$ cat src/hw/rtl/pef_pkg.sv
package pef_pkg;

   localparam int MAX_TICKS_DEF   = 16384;
   localparam int SAMPLE_BITS_DEF = 16;

   localparam int THR_W       = 15;
   localparam int OUT_TICK_W  = 14;
   localparam int CNT_W       = 2;
   localparam int CSR_IDX_W   = 1;
   localparam int RSP_TDATA_W = 64;

   localparam int QUEUE_DEPTH = 4;
   localparam int QPTR_W      = $clog2(QUEUE_DEPTH);

   localparam logic [CSR_IDX_W-1:0] CSR_THR_INDUCTION  = 1'd0;
   localparam logic [CSR_IDX_W-1:0] CSR_THR_COLLECTION = 1'd1;

   localparam logic [CNT_W-1:0] PEAKS_SINGLE = 2'd1;
   localparam logic [CNT_W-1:0] PEAKS_MERGED = 2'd2;

   typedef struct packed {
      logic [OUT_TICK_W-1:0] open_tick;
      logic [OUT_TICK_W-1:0] close_tick;
      logic [OUT_TICK_W-1:0] first_peak_tick;
      logic [OUT_TICK_W-1:0] second_peak_tick;
      logic [CNT_W-1:0]      peak_count;
   } result_type;

   // results of one input item; r0 goes out first
   typedef struct packed {
      logic       two;
      result_type r0;
      result_type r1;
   } pair_type;

   typedef struct packed {
      logic full;
      logic empty;
   } qstat_type;

endpackage

$ cat src/hw/rtl/pef_front.sv
module pef_front #(
   parameter int MAX_TICKS   = pef_pkg::MAX_TICKS_DEF,
   parameter int SAMPLE_BITS = pef_pkg::SAMPLE_BITS_DEF
) (
   input  logic                              clock,
   input  logic                              reset,
   input  logic                              csr_valid,
   input  logic [pef_pkg::CSR_IDX_W-1:0]     csr_index,
   input  logic [pef_pkg::THR_W-1:0]         csr_data,
   input  logic                              in_valid,
   output logic                              in_ready,
   input  logic signed [SAMPLE_BITS-1:0]     in_sample,
   input  logic                              in_collection,
   input  logic                              in_wire_end,
   input  pef_pkg::qstat_type                qstat,
   output logic                              push,
   output pef_pkg::pair_type                 push_pair
);

   localparam int TICK_W = $clog2(MAX_TICKS);
   localparam int CMP_W  = ((SAMPLE_BITS > pef_pkg::THR_W) ? SAMPLE_BITS : pef_pkg::THR_W) + 2;

   logic [pef_pkg::THR_W-1:0] thr_ind_ff, thr_col_ff;

   logic signed [SAMPLE_BITS-1:0] older_ff, older_in, newer_ff, newer_in;
   logic signed [SAMPLE_BITS-1:0] held_val_ff, held_val_in;
   logic [TICK_W-1:0] tick_ff, tick_in, last_min_ff, last_min_in;
   logic [TICK_W-1:0] open_start_ff, open_start_in, open_peak_ff, open_peak_in;
   logic [TICK_W-1:0] held_start_ff, held_start_in, held_peak_ff, held_peak_in;
   logic [TICK_W-1:0] held_end_ff, held_end_in;
   logic              open_ff, open_in, held_ff, held_in;

   logic [pef_pkg::THR_W-1:0] thr;
   logic signed [CMP_W-1:0]   cur_x, newer_x, older_x, thr_x, held_x2;
   logic [TICK_W-1:0]         centre;
   logic                      window_ok, is_min, is_max, win_close, last_close, close_ev;
   logic                      merge, res_a, res_b, accept;
   logic [TICK_W-1:0]         cl_start, cl_peak, cl_end;
   logic signed [SAMPLE_BITS-1:0] cl_val;
   pef_pkg::result_type       ra, rb;

   assign in_ready = !qstat.full && !reset;
   assign accept   = in_valid && in_ready;

   always_ff @(posedge clock) begin
      if (reset) begin
         thr_ind_ff <= '0;
         thr_col_ff <= '0;
      end else if (csr_valid) begin
         unique case (csr_index)
            pef_pkg::CSR_THR_INDUCTION:  thr_ind_ff <= csr_data;
            pef_pkg::CSR_THR_COLLECTION: thr_col_ff <= csr_data;
            default: ;
         endcase
      end
   end

   always_comb begin
      thr       = in_collection ? thr_col_ff : thr_ind_ff;
      cur_x     = CMP_W'(in_sample);
      newer_x   = CMP_W'(newer_ff);
      older_x   = CMP_W'(older_ff);
      thr_x     = signed'(CMP_W'(thr));
      held_x2   = CMP_W'(held_val_ff) <<< 1;
      centre    = tick_ff - TICK_W'(1);
      window_ok = tick_ff >= TICK_W'(2);
      is_min    = window_ok && (newer_x < older_x) && (newer_x < cur_x);
      is_max    = window_ok && !is_min && (newer_x > older_x) && (newer_x > cur_x)
                  && (newer_x > thr_x);

      win_close = is_min && open_ff;
      open_in       = open_ff;
      open_start_in = open_start_ff;
      open_peak_in  = open_peak_ff;
      if (win_close) begin
         open_in = 1'b0;
      end else if (is_max && !open_ff) begin
         open_in       = 1'b1;
         open_start_in = last_min_ff;
         open_peak_in  = centre;
      end
      last_close = in_wire_end && open_in;
      close_ev   = win_close || last_close;
      cl_start   = open_in ? open_start_in : open_start_ff;
      cl_peak    = open_in ? open_peak_in : open_peak_ff;
      cl_end     = win_close ? centre : tick_ff;
      cl_val     = win_close ? newer_ff : in_sample;

      merge = close_ev && held_ff && ({1'b0, cl_start} == {1'b0, held_end_ff} + (TICK_W+1)'(1))
              && (held_x2 > thr_x);

      ra.open_tick        = pef_pkg::OUT_TICK_W'(held_start_ff);
      ra.close_tick       = pef_pkg::OUT_TICK_W'(merge ? cl_end : held_end_ff);
      ra.first_peak_tick  = pef_pkg::OUT_TICK_W'(held_peak_ff);
      ra.second_peak_tick = merge ? pef_pkg::OUT_TICK_W'(cl_peak) : '0;
      ra.peak_count       = merge ? pef_pkg::PEAKS_MERGED : pef_pkg::PEAKS_SINGLE;
      res_a = close_ev && (merge || held_ff);

      held_in       = held_ff;
      held_start_in = held_start_ff;
      held_peak_in  = held_peak_ff;
      held_end_in   = held_end_ff;
      held_val_in   = held_val_ff;
      if (merge) begin
         held_in = 1'b0;
      end else if (close_ev) begin
         held_in       = 1'b1;
         held_start_in = cl_start;
         held_peak_in  = cl_peak;
         held_end_in   = cl_end;
         held_val_in   = cl_val;
      end
      if (last_close) open_in = 1'b0;

      rb.open_tick        = pef_pkg::OUT_TICK_W'(held_start_in);
      rb.close_tick       = pef_pkg::OUT_TICK_W'(held_end_in);
      rb.first_peak_tick  = pef_pkg::OUT_TICK_W'(held_peak_in);
      rb.second_peak_tick = '0;
      rb.peak_count       = pef_pkg::PEAKS_SINGLE;
      res_b = in_wire_end && held_in;

      push_pair.two = res_a && res_b;
      push_pair.r0  = res_a ? ra : rb;
      push_pair.r1  = rb;
      push          = accept && (res_a || res_b);

      older_in    = newer_ff;
      newer_in    = in_sample;
      tick_in     = (tick_ff == TICK_W'(MAX_TICKS - 1)) ? tick_ff : tick_ff + TICK_W'(1);
      last_min_in = last_min_ff;
      if (is_min) last_min_in = open_ff ? tick_ff : centre;

      if (in_wire_end) begin
         older_in      = '0;
         newer_in      = '0;
         tick_in       = '0;
         last_min_in   = '0;
         open_in       = 1'b0;
         open_start_in = '0;
         open_peak_in  = '0;
         held_in       = 1'b0;
         held_start_in = '0;
         held_peak_in  = '0;
         held_end_in   = '0;
         held_val_in   = '0;
      end
   end

   always_ff @(posedge clock) begin
      if (reset) begin
         older_ff      <= '0;
         newer_ff      <= '0;
         tick_ff       <= '0;
         last_min_ff   <= '0;
         open_ff       <= 1'b0;
         open_start_ff <= '0;
         open_peak_ff  <= '0;
         held_ff       <= 1'b0;
         held_start_ff <= '0;
         held_peak_ff  <= '0;
         held_end_ff   <= '0;
         held_val_ff   <= '0;
      end else if (accept) begin
         older_ff      <= older_in;
         newer_ff      <= newer_in;
         tick_ff       <= tick_in;
         last_min_ff   <= last_min_in;
         open_ff       <= open_in;
         open_start_ff <= open_start_in;
         open_peak_ff  <= open_peak_in;
         held_ff       <= held_in;
         held_start_ff <= held_start_in;
         held_peak_ff  <= held_peak_in;
         held_end_ff   <= held_end_in;
         held_val_ff   <= held_val_in;
      end
   end

endmodule

$ cat src/hw/rtl/pef_queue.sv
module pef_queue (
   input  logic               clock,
   input  logic               reset,
   input  logic               push,
   input  pef_pkg::pair_type  push_pair,
   input  logic               pop,
   output pef_pkg::pair_type  head,
   output pef_pkg::qstat_type qstat
);

   pef_pkg::pair_type store_ff [pef_pkg::QUEUE_DEPTH];

   logic [pef_pkg::QPTR_W-1:0] wr_ff, wr_in, rd_ff, rd_in;
   logic [pef_pkg::QPTR_W:0]   cnt_ff, cnt_in;

   always_comb begin
      wr_in  = push ? wr_ff + pef_pkg::QPTR_W'(1) : wr_ff;
      rd_in  = pop ? rd_ff + pef_pkg::QPTR_W'(1) : rd_ff;
      cnt_in = cnt_ff + (pef_pkg::QPTR_W+1)'(push) - (pef_pkg::QPTR_W+1)'(pop);
      qstat.full  = cnt_ff == (pef_pkg::QPTR_W+1)'(pef_pkg::QUEUE_DEPTH);
      qstat.empty = cnt_ff == '0;
      head        = store_ff[rd_ff];
   end

   always_ff @(posedge clock) begin
      if (push) store_ff[wr_ff] <= push_pair;
   end

   always_ff @(posedge clock) begin
      if (reset) begin
         wr_ff  <= '0;
         rd_ff  <= '0;
         cnt_ff <= '0;
      end else begin
         wr_ff  <= wr_in;
         rd_ff  <= rd_in;
         cnt_ff <= cnt_in;
      end
   end

endmodule

$ cat src/hw/rtl/pef_back.sv
module pef_back (
   input  logic                                clock,
   input  logic                                reset,
   input  pef_pkg::qstat_type                  qstat,
   input  pef_pkg::pair_type                   head,
   output logic                                pop,
   output logic                                rsp_tvalid,
   input  logic                                rsp_tready,
   output logic [pef_pkg::RSP_TDATA_W-1:0]     rsp_tdata,
   output logic                                rsp_tlast
);

   logic                sub_ff, sub_in;
   logic                at_last, beat;
   pef_pkg::result_type cur;

   always_comb begin
      cur        = sub_ff ? head.r1 : head.r0;
      at_last    = !head.two || sub_ff;
      rsp_tvalid = !qstat.empty;
      beat       = rsp_tvalid && rsp_tready;
      pop        = beat && at_last;
      rsp_tlast  = at_last;
      rsp_tdata  = pef_pkg::RSP_TDATA_W'({cur.peak_count, cur.second_peak_tick,
                                          cur.first_peak_tick, cur.close_tick,
                                          cur.open_tick});
      sub_in     = sub_ff;
      if (beat) sub_in = !at_last;
   end

   always_ff @(posedge clock) begin
      if (reset) sub_ff <= 1'b0;
      else       sub_ff <= sub_in;
   end

endmodule

$ cat src/hw/rtl/pulse_extremum_finder_unit.sv
// An item's results enter the queue on its beat and are sent on rsp from its head.
// Throughput: one item per cycle while the queue is not full; one result beat per
// cycle while rsp_tready is high; a two-result item holds the result side for both
// beats. A four-entry queue after the classifier absorbs bursts and rsp stalls.
// Reset: synchronous, active high; clears thresholds, wire state and the queue.
module pulse_extremum_finder_unit #(
   parameter int MAX_TICKS   = pef_pkg::MAX_TICKS_DEF,
   parameter int SAMPLE_BITS = pef_pkg::SAMPLE_BITS_DEF,
   parameter int REQ_TDATA_W = ((SAMPLE_BITS + 7) / 8) * 8
) (
   input  logic                               clock,
   input  logic                               reset,
   input  logic                               csr_valid,
   output logic                               csr_ready,
   input  logic [pef_pkg::CSR_IDX_W-1:0]      csr_index,
   input  logic [pef_pkg::THR_W-1:0]          csr_data,
   input  logic                               req_tvalid,
   output logic                               req_tready,
   input  logic [REQ_TDATA_W-1:0]             req_tdata,  // sample_value
   input  logic                               req_tuser,  // is_collection
   input  logic                               req_tlast,
   output logic                               rsp_tvalid,
   input  logic                               rsp_tready,
   // start tick, end tick, first_peak_tick, second_peak_tick, peak_count, zero pad
   output logic [pef_pkg::RSP_TDATA_W-1:0]    rsp_tdata,
   output logic                               rsp_tlast
);

   logic               push, pop;
   pef_pkg::pair_type  push_pair, head;
   pef_pkg::qstat_type qstat;

   assign csr_ready = !reset;

   pef_front #(
      .MAX_TICKS   (MAX_TICKS),
      .SAMPLE_BITS (SAMPLE_BITS)
   ) u_front (
      .clock         (clock),
      .reset         (reset),
      .csr_valid     (csr_valid),
      .csr_index     (csr_index),
      .csr_data      (csr_data),
      .in_valid      (req_tvalid),
      .in_ready      (req_tready),
      .in_sample     (signed'(req_tdata[SAMPLE_BITS-1:0])),
      .in_collection (req_tuser),
      .in_wire_end   (req_tlast),
      .qstat         (qstat),
      .push          (push),
      .push_pair     (push_pair)
   );

   pef_queue u_queue (
      .clock     (clock),
      .reset     (reset),
      .push      (push),
      .push_pair (push_pair),
      .pop       (pop),
      .head      (head),
      .qstat     (qstat)
   );

   pef_back u_back (
      .clock      (clock),
      .reset      (reset),
      .qstat      (qstat),
      .head       (head),
      .pop        (pop),
      .rsp_tvalid (rsp_tvalid),
      .rsp_tready (rsp_tready),
      .rsp_tdata  (rsp_tdata),
      .rsp_tlast  (rsp_tlast)
   );

endmodule

$ cat config.mk
export PLATFORM = sky130hd
export DESIGN_NAME = pulse_extremum_finder_unit
export DESIGN_NICKNAME = d
export VERILOG_FILES = /design/src/hw/rtl/pef_pkg.sv /design/src/hw/rtl/pef_front.sv /design/src/hw/rtl/pef_queue.sv /design/src/hw/rtl/pef_back.sv /design/src/hw/rtl/pulse_extremum_finder_unit.sv
export SDC_FILE = /design/constraint.sdc
export NUM_CORES = 1
export LEC_CHECK = 0
export BUFFER_PORTS_ARGS = -buffer_cell sky130_fd_sc_hd__buf_4
export CORE_ASPECT_RATIO = 1.25
export CORE_MARGIN = 2
export CORE_UTILIZATION = 60
export DETAILED_ROUTE_END_ITERATION = 10
export PLACE_DENSITY = 0.81
export SYNTH_ARGS = -nofsm -noshare
export SYNTH_HDL_FRONTEND = slang
export SYNTH_SLANG_ARGS = --single-unit
$ cat constraint.sdc
create_clock -name clock -period 15.9 [get_ports clock]
set_input_delay 1.59 -clock clock [delete_from_list [all_inputs] [get_ports clock]]
set_output_delay 1.59 -clock clock [all_outputs]
set_load 0.01 [all_outputs]
==> impl_metrics.yaml, run 1 <==
routing:
  drt_wl_total_um: 61090
  route.vias.total: 16794
  drt_first_pass_iters: 5
  post_drt_via_cell_ratio: 6.232
  initialDrtViolationCount: 1596
  post_drt_wl_per_cell_um: 22.67
  drc_errors: 0
  final_antenna_net_count: 0
logic_synthesis:
  netlist.area_leader.share: 0.4567
  synthesis.area_per_instance_sq_um: 13.08
  synth_edf_count: 404
  synth_area_leader_cell: "edfxtp_1"
  ys_warn_count: 0
  synth.top_cells.by_area: "edfxtp_1 (46%), dfxtp_1 (14%), mux4_2 (8.6%)"
  yosys.cell_count.top_type: "edfxtp_1"
  synthTopCellsByCount: "edfxtp_1 (404), nand2_1 (259), dfxtp_1 (188)"
  asyncSetResetFlopFracSynth: 0
  syn-cell-area_sq_um: 26570
  synth.distinct_cells: 69
  synth_seq_cells: 592
  postSynth.topFlopCell: "edfxtp_1"
  synthCells: 2031
  portion_of_the_post_synthesis_area_used_by_sequential_elements: 0.5983
pwr:
  power_density_cells_nw_per_um2: 110.6
  worst_ir_drop_vdd_mv: 0.09144
  power.static_leakage_nw: 11.39
  post-layout-total-power_mw: 3.263
floorplan:
  io_pins: 107
  floorplan.die.height_um: 239.3
  initial_core_util: 0.6051
  floorplan.die.width_um: 192.2
  die-area_sq_um: 45990
  fp.coreArea_sq_um: 43900
  rows: 86
timing:
  final_worst_setup_slack_ns: 8.949
  rsz0062_at_grt: "no"
  slew_margin_rel: 0.2059
  fin_worst_hold_slack_ns: 0.4529
  finalCriticalPeriod_ns: 6.951
  timing.final.setup_violations: 0
  post-route-period-util: 0.4371
  finalClockSkew_ns: 0.01700
  maximum_operating_frequency_mhz: 143.9
  hold_viol_final: 0
  max_slew_violation_count: 0
  final.setup.tns_ns: 0
  worst_slew_pin_slew_ns: 1.188
layout:
  multi_input_comb_area_sq_um: 9936
  finish.net_count: 2190
  synthToLayoutAreaGrowth_pct: 11.07
  final.fill_count: 3046
  post-route-cell-area_sq_um: 29510
  diodes: 0
  final-seq-area_sq_um: 15900
  layout-drive-gt1-share: 0.2007
grt:
  grt_pass1_wl_um: 95060
  gr-usage-all-layers: 0.2689
  grt-ovfl-total: 0
  globalRouteMet3Util: 0.03341
  grt_use_met1: 0.3409
  number_of_global_route_vias_before_repair: 17234
  grt_start_max_net_pins: 73
  gr-usage-met2: 0.4723
  grt_busiest_layer: "met2"
  initial_antenna_violation_count: 1
placement:
  place_congestion: 0.9251
  dpl-instance-area_sq_um: 27720
  detailedPlace.worstSlack_ns: 8.374
  port_buffers: 100
  dpl.hpwl_um: 38350
status:
  outcome: "finished clean"
clocking:
  clock_latency_late_sink_ns: 0.60
  postCtsSetupRepairBufs: 0
  cts.sinks: 592
  cts-buffers-inserted: 53
  clock-root-buffer: "clkbuf_16"
  hold_fix_buffers_cts: 0
  cts_htree_levels: 2
  ctsResizeCount: 0
  cts.clk_slew.worst_paths_ns: 0.06
  max-clock-path-buffers: 3
  cts_tree: "done"
worst_setup_path:
  r2r_slack_ns: 9.63
  critical_path.max_fanout: 57
  rr_worst_depth: 15
  crit_required_ns: 16.12
  crit_start: "req_tuser"
  worstReg2RegStart: "u_front.newer_ff[11]$_SDFFE_PP0P_"
  critical_path.endpoint: "u_queue.store_ff[2][36]$_DFFE_PP_"
  setup.worst_path.end_class: "flip-flop"
  setup.worst_path.class: "input port to flip-flop"
  worstPathArrival_ns: 7.17
  worstReg2RegEnd: "u_queue.store_ff[2][36]$_DFFE_PP_"
  startpoint_type: "input port"
run:
  cap_violations: 0
min_path:
  path_type_of_the_worst_min_delay_path: "flip-flop to flip-flop"
-- logic make-up (layout without fill, tap and decap cells) --
| logic type | after synthesis | count (layout) | synth area share |
|---|---|---|---|
| AO/OA/AOI/OAI | 296 | 296 | 0.07418 |
| XOR/XNOR | 77 | 77 | 0.02539 |
| adder cells (fa/ha/maj) | 72 | 72 | 0.03419 |
| other | 1 | 6 | 0.0001412 |
| flip-flops | 592 | 592 | 0.5983 |
| buffers and inverters | 195 | 282 | 0.03141 |
| AND/OR/NAND/NOR | 576 | 576 | 0.09712 |
| multiplexers | 222 | 222 | 0.1392 |
-- per-stage QoR --
step / instances / utilization
2_1_floorplan: 2036 / -
3_3_place_gp: 2596 / 0.6314
4_1_cts: 2695 / 0.6721
6_report: 2695 / 0.6721
5_1_grt: 2695 / 0.6721
3_5_place_dp: 2596 / 0.6314
-- where the power goes --
group / total [mW] / internal, mW / switching [mW]
Combinational: 0.313 / 0.128 / 0.186
Sequential: 1.65 / 1.63 / 0.0146
Clock: 1.30 / 0.739 / 0.561
-- worst max-delay path, stage by stage --
cell and delay, ns:
buf_4 0.24, mux2i_1 0.29, ha_1 0.28, nor2b_1 0.14, o211ai_1 0.15, a21oi_1 0.08
o31a_1 0.27, o311a_1 0.33, nand2_2 0.07, buf_4 0.53, mux2_2 0.42, o311ai_0 0.31
o31ai_1 0.15, nand4_2 0.18, nand2_1 0.27, a211oi_4 0.94, buf_4 0.82
-- registers in the layout, indices dropped and copies added (netlist names), named ones only --
name / cells
u_front.older_ff: 16
u_front.thr_col_ff: 15
u_front.held_peak_ff: 14
u_front.open_ff: 1
u_queue.store_ff: 404
u_front.last_min_ff: 14
u_queue.cnt_ff: 3
u_back.sub_ff: 1
u_front.newer_ff: 16
u_front.open_peak_ff: 14
u_queue.wr_ff: 2
u_front.held_end_ff: 14
u_front.thr_ind_ff: 15
u_front.held_start_ff: 14
u_queue.rd_ff: 2
u_front.open_start_ff: 14
u_front.held_val_ff: 16
u_front.tick_ff: 14
u_front.held_ff: 1
-- worst min-delay path by stage --
stage / depth (start not counted) / start / slack [ns] / end
floorplan: 2 / u_front.open_peak_ff[0]$_SDFFE_PP0P_ / 0.43 / u_front.open_peak_ff[0]$_SDFFE_PP0P_
global placement: 2 / u_front.open_peak_ff[0]$_SDFFE_PP0P_ / 0.44 / u_front.open_peak_ff[0]$_SDFFE_PP0P_
detailed placement: 2 / u_front.thr_ind_ff[7]$_SDFFE_PP0P_ / 0.45 / u_front.thr_ind_ff[7]$_SDFFE_PP0P_
CTS: 2 / u_front.thr_ind_ff[7]$_SDFFE_PP0P_ / 0.45 / u_front.thr_ind_ff[7]$_SDFFE_PP0P_
global route: 2 / u_front.thr_ind_ff[11]$_SDFFE_PP0P_ / 0.48 / u_front.thr_ind_ff[11]$_SDFFE_PP0P_
finish: 2 / u_front.thr_ind_ff[7]$_SDFFE_PP0P_ / 0.45 / u_front.thr_ind_ff[7]$_SDFFE_PP0P_
-- area by class of cell --
| cell class | count | area share |
|---|---|---|
| multi-input combinational | 1249 | 0.3367 |
| inverter | 56 | 0.007124 |
| timing repair buffer | 127 | 0.03231 |
| tap | 572 | 0.02426 |
| clock buffer | 67 | 0.04983 |
| clock inverter | 32 | 0.01073 |
| sequential | 592 | 0.5390 |
-- layer usage --
layer / wire length, um / up-vias / share of wire
li1: - / 7616 / -
met5: 0 / - / 0
met1: 23610 / 8351 / 0.39
met4: 2304 / 0 / 0.038
met2: 31610 / 682 / 0.52
met3: 3556 / 145 / 0.058
-- cells in the final DEF (no fill, tap or decap), types with 40 or more instances in the layout --
master,count
buf_4,127
clkbuf_16,54
mux2_2,58
xnor2_1,40
nor3_1,43
edfxtp_1,404
dfxtp_1,185
a21oi_1,127
nor2_1,137
inv_1,54
ha_1,71
mux4_2,101
nand2_1,257
Power figures use the tool's default switching activity.
==> inputs of run 2 (changes only) <==
Clock period 15.9 ns to 7.2 ns, I/O delays scaled along.
==> run 2 against run 1 <==
Net effect:
- clock power up 120%
- register-to-register slack worse by 8.2 ns
- routed wire length down 0.14%
- power up 120%
- global-route usage up 0.092 points
- count of clock-buffer cells in the layout up 19
- highest routed layer unchanged
==> impl_metrics.yaml, run 2 (synthesis results as in run 1) <==
grt:
  initial_antenna_violation_count: 0
  grt-ovfl-total: 0
  grt_pass1_wl_um: 94860
  gr-usage-all-layers: 0.2698
  grt_start_max_net_pins: 85
  number_of_global_route_vias_before_repair: 17075
worst_setup_path:
  setup.worst_path.class: "flip-flop to flip-flop"
  r2r_slack_ns: 1.47
  setup.worst_path.end_class: "flip-flop"
  crit_required_ns: 7.48
  crit_start: "u_front.newer_ff[15]$_SDFFE_PP0P_"
  worstSetupPathDepth: 15
  crit_slowest_cell: "o21ai_0"
  worst_path_largest_cell_delay_ns: 0.60
  critical_path.max_fanout: 28
  timing.critical_path.cells: "ha_1 > nand4_2 > nor4_1 > a21bo_2 > a21oi_1 > nor3_2 > nand2_2 > mux2_2 > xnor2_1 > nor4_1 > nand4_2 > buf_4 > and2_4 > buf_12 > o21ai_0"
  worstPathArrival_ns: 6.01
  startpoint_type: "flip-flop"
  worstReg2RegStart: "u_front.newer_ff[15]$_SDFFE_PP0P_"
  worstReg2RegEnd: "u_queue.store_ff[1][19]$_DFFE_PP_"
  cpLargestDelayFamily: "simple AND/OR/NAND/NOR gates"
  critPathBufInv: 2
  rr_worst_depth: 15
layout:
  mostFrequentLayoutCell: "edfxtp_1"
  synthToLayoutAreaGrowth_pct: 11.29
  finish.net_count: 2196
  diodes: 0
  most-common-layout-cells: "edfxtp_1 (404), nand2_1 (256), dfxtp_1 (185)"
  final.fill_count: 3081
  layout-drive-gt1-share: 0.2019
  registers.top_by_ff_count: "u_queue.store_ff"
  final_cell_count_no_fill: 2702
  largest_register_ffs: 404
status:
  outcome: "finished clean"
timing:
  finalClockSkew_ns: 0.02403
  slew_margin_rel: 0.2283
  finalCriticalPeriod_ns: 5.734
  maximum_operating_frequency_mhz: 174.4
  final.setup.tns_ns: 0
  hold_viol_final: 0
  timing.final.setup_violations: 0
  post-route-period-util: 0.7964
  worst_slew_pin_slew_ns: 1.145
  rsz0062_at_grt: "no"
  max_slew_violation_count: 0
  fin_worst_hold_slack_ns: 0.4004
min_path:
  worst_hold_startpoint: "csr_data[11]"
  hold_path_depth: 3
  hold_path_end: "u_front.thr_col_ff[11]$_SDFFE_PP0P_"
  path_type_of_the_worst_min_delay_path: "input port to flip-flop"
clocking:
  cts_htree_levels: 2
  clock_latency_late_sink_ns: 0.59
  cts-buffers-inserted: 54
  max-clock-path-buffers: 3
  cts.clk_slew.worst_paths_ns: 0.06
  ctsResizeCount: 0
  postCtsSetupRepairBufs: 0
  clock-root-buffer: "clkbuf_16"
  cts.sinks: 592
  cts_tree: "done"
  hold_fix_buffers_cts: 0
placement:
  dpl.hpwl_um: 39410
  place_inst: 2601
  port_buffers: 100
  place_congestion: 0.9731
floorplan:
  fp.coreArea_sq_um: 43900
  rows: 86
  die-area_sq_um: 45990
  floorplan.die.height_um: 239.3
  io_pins: 107
  initial_core_util: 0.6051
  floorplan.die.width_um: 192.2
routing:
  final_antenna_net_count: 0
  post_drt_wl_per_cell_um: 22.58
  initialDrtViolationCount: 1187
  drt_wl_total_um: 61000
  drc_errors: 0
  drt_first_pass_iters: 5
  route.vias.total: 16761
  post_drt_via_cell_ratio: 6.203
pwr:
  power.static_leakage_nw: 11.42
  power_density_cells_nw_per_um2: 242.9
  worst_ir_drop_vdd_mv: 0.2239
  internal_power_mw: 5.517
  switching_share: 0.2319
  clockPowerShare: 0.395
  pwr-share-comb: 0.096
  power_switching_mw: 1.666
  power.share.sequential: 0.508
run:
  cap_violations: 0
## run 2: cell count changes in the layout (fill, tap and decap cells not counted), moves of 2 or more
cell,change
buf_12,+3
buf_4,+2
bufinv_16,-2
clkbuf_1,+15
clkbuf_8,+2
clkinv_1,-11
clkinv_4,-2
clkinvlp_4,-2
## run 2: worst max path at each step
stage | to | slack, ns
2_1_floorplan | u_queue.store_ff[0][0]$_DFFE_PP_ | 0.07
3_3_place_gp | u_queue.store_ff[0][64]$_DFFE_PP_ | 1.25
3_5_place_dp | u_queue.store_ff[1][19]$_DFFE_PP_ | 1.12
4_1_cts | u_queue.store_ff[0][19]$_DFFE_PP_ | 1.55
5_1_grt | u_queue.store_ff[1][19]$_DFFE_PP_ | 1.24
6_report | u_queue.store_ff[1][19]$_DFFE_PP_ | 1.47
## run 2: power by group through the flow
stage                     Combinational (mW)  Clock, mW  Sequential [mW]
after floorplan                        0.449          0             3.70
after global placement                 0.682          0             3.72
after detailed placement               0.695          0             3.72
after CTS                              0.701       2.87             3.65
after global routing                   0.762       3.00             3.65
final                                  0.693       2.84             3.65
## run 2: worst reg2reg max path: cells and delay by family, from the launching register on
family / cells / cell delay [ns]
DFF: 1 / 0.41
AOI/OAI and AO/OA: 3 / 1.33
and+or+nand+nor: 7 / 2.18
buffers and inverters: 2 / 0.56
muxes: 1 / 0.44
adders and majority gates: 1 / 0.39
xor gates and xnor gates: 1 / 0.13
## run 2: routing by layer
layer	share of wire	up-vias	track usage
li1	-	7622	-
met1	0.38	8370	0.3286
met2	0.53	613	0.4851
met3	0.055	156	0.03370
met4	0.042	0	0.1087
met5	0	-	0
## run 2: stage by stage
step | utilization | total power, mW | instance area (sq um) | setup WS [ns]
3_5_place_dp | 0.6332 | 4.418 | 27800 | 1.121
3_3_place_gp | 0.6332 | 4.405 | 27800 | 1.249
6_report | 0.6734 | 7.182 | 29560 | 1.466
5_1_grt | 0.6734 | 7.416 | 29560 | 1.236
2_1_floorplan | - | 4.148 | 26640 | 0.06838
4_1_cts | 0.6734 | 7.223 | 29560 | 1.547
## run 2: final cells by class
class,instances,area (sq um),area share
Sequential cell,592,15900,0.5379
Multi-Input combinational cell,1249,9938,0.3362
Clock buffer,86,1584,0.05358
Timing Repair Buffer,132,1028,0.03479
Tap cell,572,715.7,0.02421
Inverter,56,210.2,0.007110
Clock inverter,15,183.9,0.006221
==> inputs of run 3 (changes only) <==
Settings changed: CORE_UTILIZATION 60 to 56, PLACE_DENSITY 0.81 to 0.79.
Clock period 7.2 ns to 5 ns, I/O delays scaled along.
==> run 3 against run 2 <==
Net effect:
- via count grew 3.1%
- register-to-register slack worse by 1.3 ns
- critical path depth grew 1
- routed wire length up 5.3%
- power grew 46%
- clock skew increased by 0.0072 ns
- fmax rose by 19%
- final cell count rose by 5.8%
==> impl_metrics.yaml, run 3 (synthesis results as in run 1) <==
status:
  outcome: "finished clean"
pwr:
  switching_share: 0.2368
  power_switching_mw: 2.485
  internal_power_mw: 8.011
  clockPowerShare: 0.403
  power.static_leakage_nw: 12.01
  power_density_cells_nw_per_um2: 340.8
  worst_ir_drop_vdd_mv: 0.2725
  power.share.sequential: 0.499
  post-layout-total-power_mw: 10.50
  pwr-share-comb: 0.098
floorplan:
  floorplan.die.height_um: 247.5
  rows: 89
  fp.coreArea_sq_um: 46990
  io_pins: 107
  floorplan.die.width_um: 198.8
  initial_core_util: 0.5653
  die-area_sq_um: 49210
placement:
  port_buffers: 100
  dpl-instance-area_sq_um: 28960
  place_congestion: 0.9362
  dpl.hpwl_um: 42390
routing:
  drt_wl_total_um: 64240
  post_drt_wl_per_cell_um: 22.48
  drc_errors: 0
  route.vias.total: 17275
  dr_wl_met2_um: 33880
  route.layer.met1.wl_um: 24460
  final_antenna_net_count: 0
  drt_first_pass_iters: 6
  top_layer_used: "met5"
  post_drt_via_cell_ratio: 6.044
  initialDrtViolationCount: 1509
  wl_met3_um: 3353
timing:
  rsz0062_at_grt: "no"
  final.setup.tns_ns: 0
  slew_margin_rel: 0.2844
  maximum_operating_frequency_mhz: 208.1
  max_slew_violation_count: 0
  fin_worst_hold_slack_ns: 0.1378
  post-route-period-util: 0.9611
  timing.final.setup_violations: 0
  worst_slew_pin_slew_ns: 1.071
  finalClockSkew_ns: 0.03127
  finalCriticalPeriod_ns: 4.805
  hold_viol_final: 0
layout:
  layout-drive-gt1-share: 0.2368
  final-seq-area_sq_um: 15900
  registers.top_by_ff_count: "u_queue.store_ff"
  synthToLayoutAreaGrowth_pct: 15.92
  multi_input_comb_area_sq_um: 9967
  final.fill_count: 3285
  diodes: 0
  finish.utilization: 0.6553
  most-common-layout-cells: "edfxtp_1 (404), nand2_1 (256), buf_4 (188)"
  finish.net_count: 2286
  post-route-cell-area_sq_um: 30790
  largest_register_ffs: 404
  mostFrequentLayoutCell: "edfxtp_1"
grt:
  grt-ovfl-total: 0
  grt_pass1_wl_um: 99320
  initial_antenna_violation_count: 1
  grt_start_max_net_pins: 101
  gr-usage-all-layers: 0.2653
  number_of_global_route_vias_before_repair: 17772
clocking:
  cts_htree_levels: 2
  cts-buffers-inserted: 54
  cts.sinks: 592
  clock-root-buffer: "clkbuf_16"
  clock_latency_late_sink_ns: 0.63
  max-clock-path-buffers: 3
  cts_tree: "done"
  cts.clk_slew.worst_paths_ns: 0.06
worst_setup_path:
  worst_path_largest_cell_delay_ns: 0.55
  setup.worst_path.end_class: "flip-flop"
  timing.critical_path.cells: "ha_1 > nand4_2 > nor4_1 > and4_1 > or4b_1 > nor3_2 > nand2_2 > buf_12 > mux2_2 > xnor2_1 > nor4_1 > nand4_2 > buf_4 > and3_2 > buf_12 > mux2_4"
  worstPathArrival_ns: 5.18
  critPathBufInv: 3
  setup.worst_path.class: "flip-flop to flip-flop"
  crit_required_ns: 5.37
  critical_path.max_fanout: 28
  cpLargestDelayFamily: "simple AND/OR/NAND/NOR gates"
  crit_slowest_cell: "or4b_1"
  startpoint_type: "flip-flop"
run:
  cap_violations: 0
min_path:
  path_type_of_the_worst_min_delay_path: "input port to flip-flop"
[run 3: changes by cell type in the layout (fill, tap and decap cells not counted), moves of 2 or more]
| cell | change |
|---|---|
| clkinv_4 | +3 |
| clkbuf_8 | -4 |
| clkinv_1 | +9 |
| bufinv_16 | +3 |
| clkinvlp_4 | +2 |
| buf_4 | +59 |
| buf_12 | +31 |
| clkbuf_1 | -13 |
| clkinv_2 | +4 |
[run 3: layout make-up]
type / instances / share of cell area
sequential: 592 / 0.5165
multi-input combinational: 1249 / 0.3237
timing repair buffer: 222 / 0.06793
clock buffer: 67 / 0.04709
tap: 637 / 0.02588
clock inverter: 35 / 0.01215
inverter: 56 / 0.006826
[run 3: routing by layer]
metal	vias up	track usage
met5	-	0
met4	2	0.1196
met3	152	0.03492
met2	613	0.4791
met1	8688	0.3159
li1	7820	-
[run 3: tightest hold or removal path, stage by stage]
cell and delay (ns):
buf_4 0.11, nand2_1 0.05, a21oi_1 0.05
[run 3: final timing paths]
path | to | startpoint | slack [ns] | cells past startpoint
worst max-delay path | u_queue.store_ff[1][65]$_DFFE_PP_ | u_front.newer_ff[15]$_SDFFE_PP0P_ | 0.19 | 16
worst min-delay path | u_front.thr_col_ff[4]$_SDFFE_PP0P_ | csr_data[4] | 0.14 | 3
worst max register to register | u_queue.store_ff[1][65]$_DFFE_PP_ | u_front.newer_ff[15]$_SDFFE_PP0P_ | 0.19 | 16
worst min register to register | u_front.thr_col_ff[3]$_SDFFE_PP0P_ | u_front.thr_col_ff[3]$_SDFFE_PP0P_ | 0.46 | 2
[run 3: power by group through the flow]
stage / Sequential, mW / Clock (mW) / Combinational, mW
finish: 5.24 / 4.23 / 1.03
floorplan: 5.33 / 0 / 0.650
detailed placement: 5.34 / 0 / 1.04
CTS: 5.24 / 4.28 / 1.04
global placement: 5.34 / 0 / 1.02
global route: 5.24 / 4.46 / 1.13
[run 3: through the flow]
stage,setup WS (ns),cells
after floorplan,-1.551,2036
final,0.1946,2858
after global placement,0.05032,2756
after CTS,0.1959,2858
after global routing,0.01130,2858
after detailed placement,-0.1053,2756
[run 3: what timing repair did]
item / CTS / global route
hold buffers: 0 / 0
setup buffers: 0 / 0
setup endpoints to repair: 0 / 49
resized for setup: 0 / 1
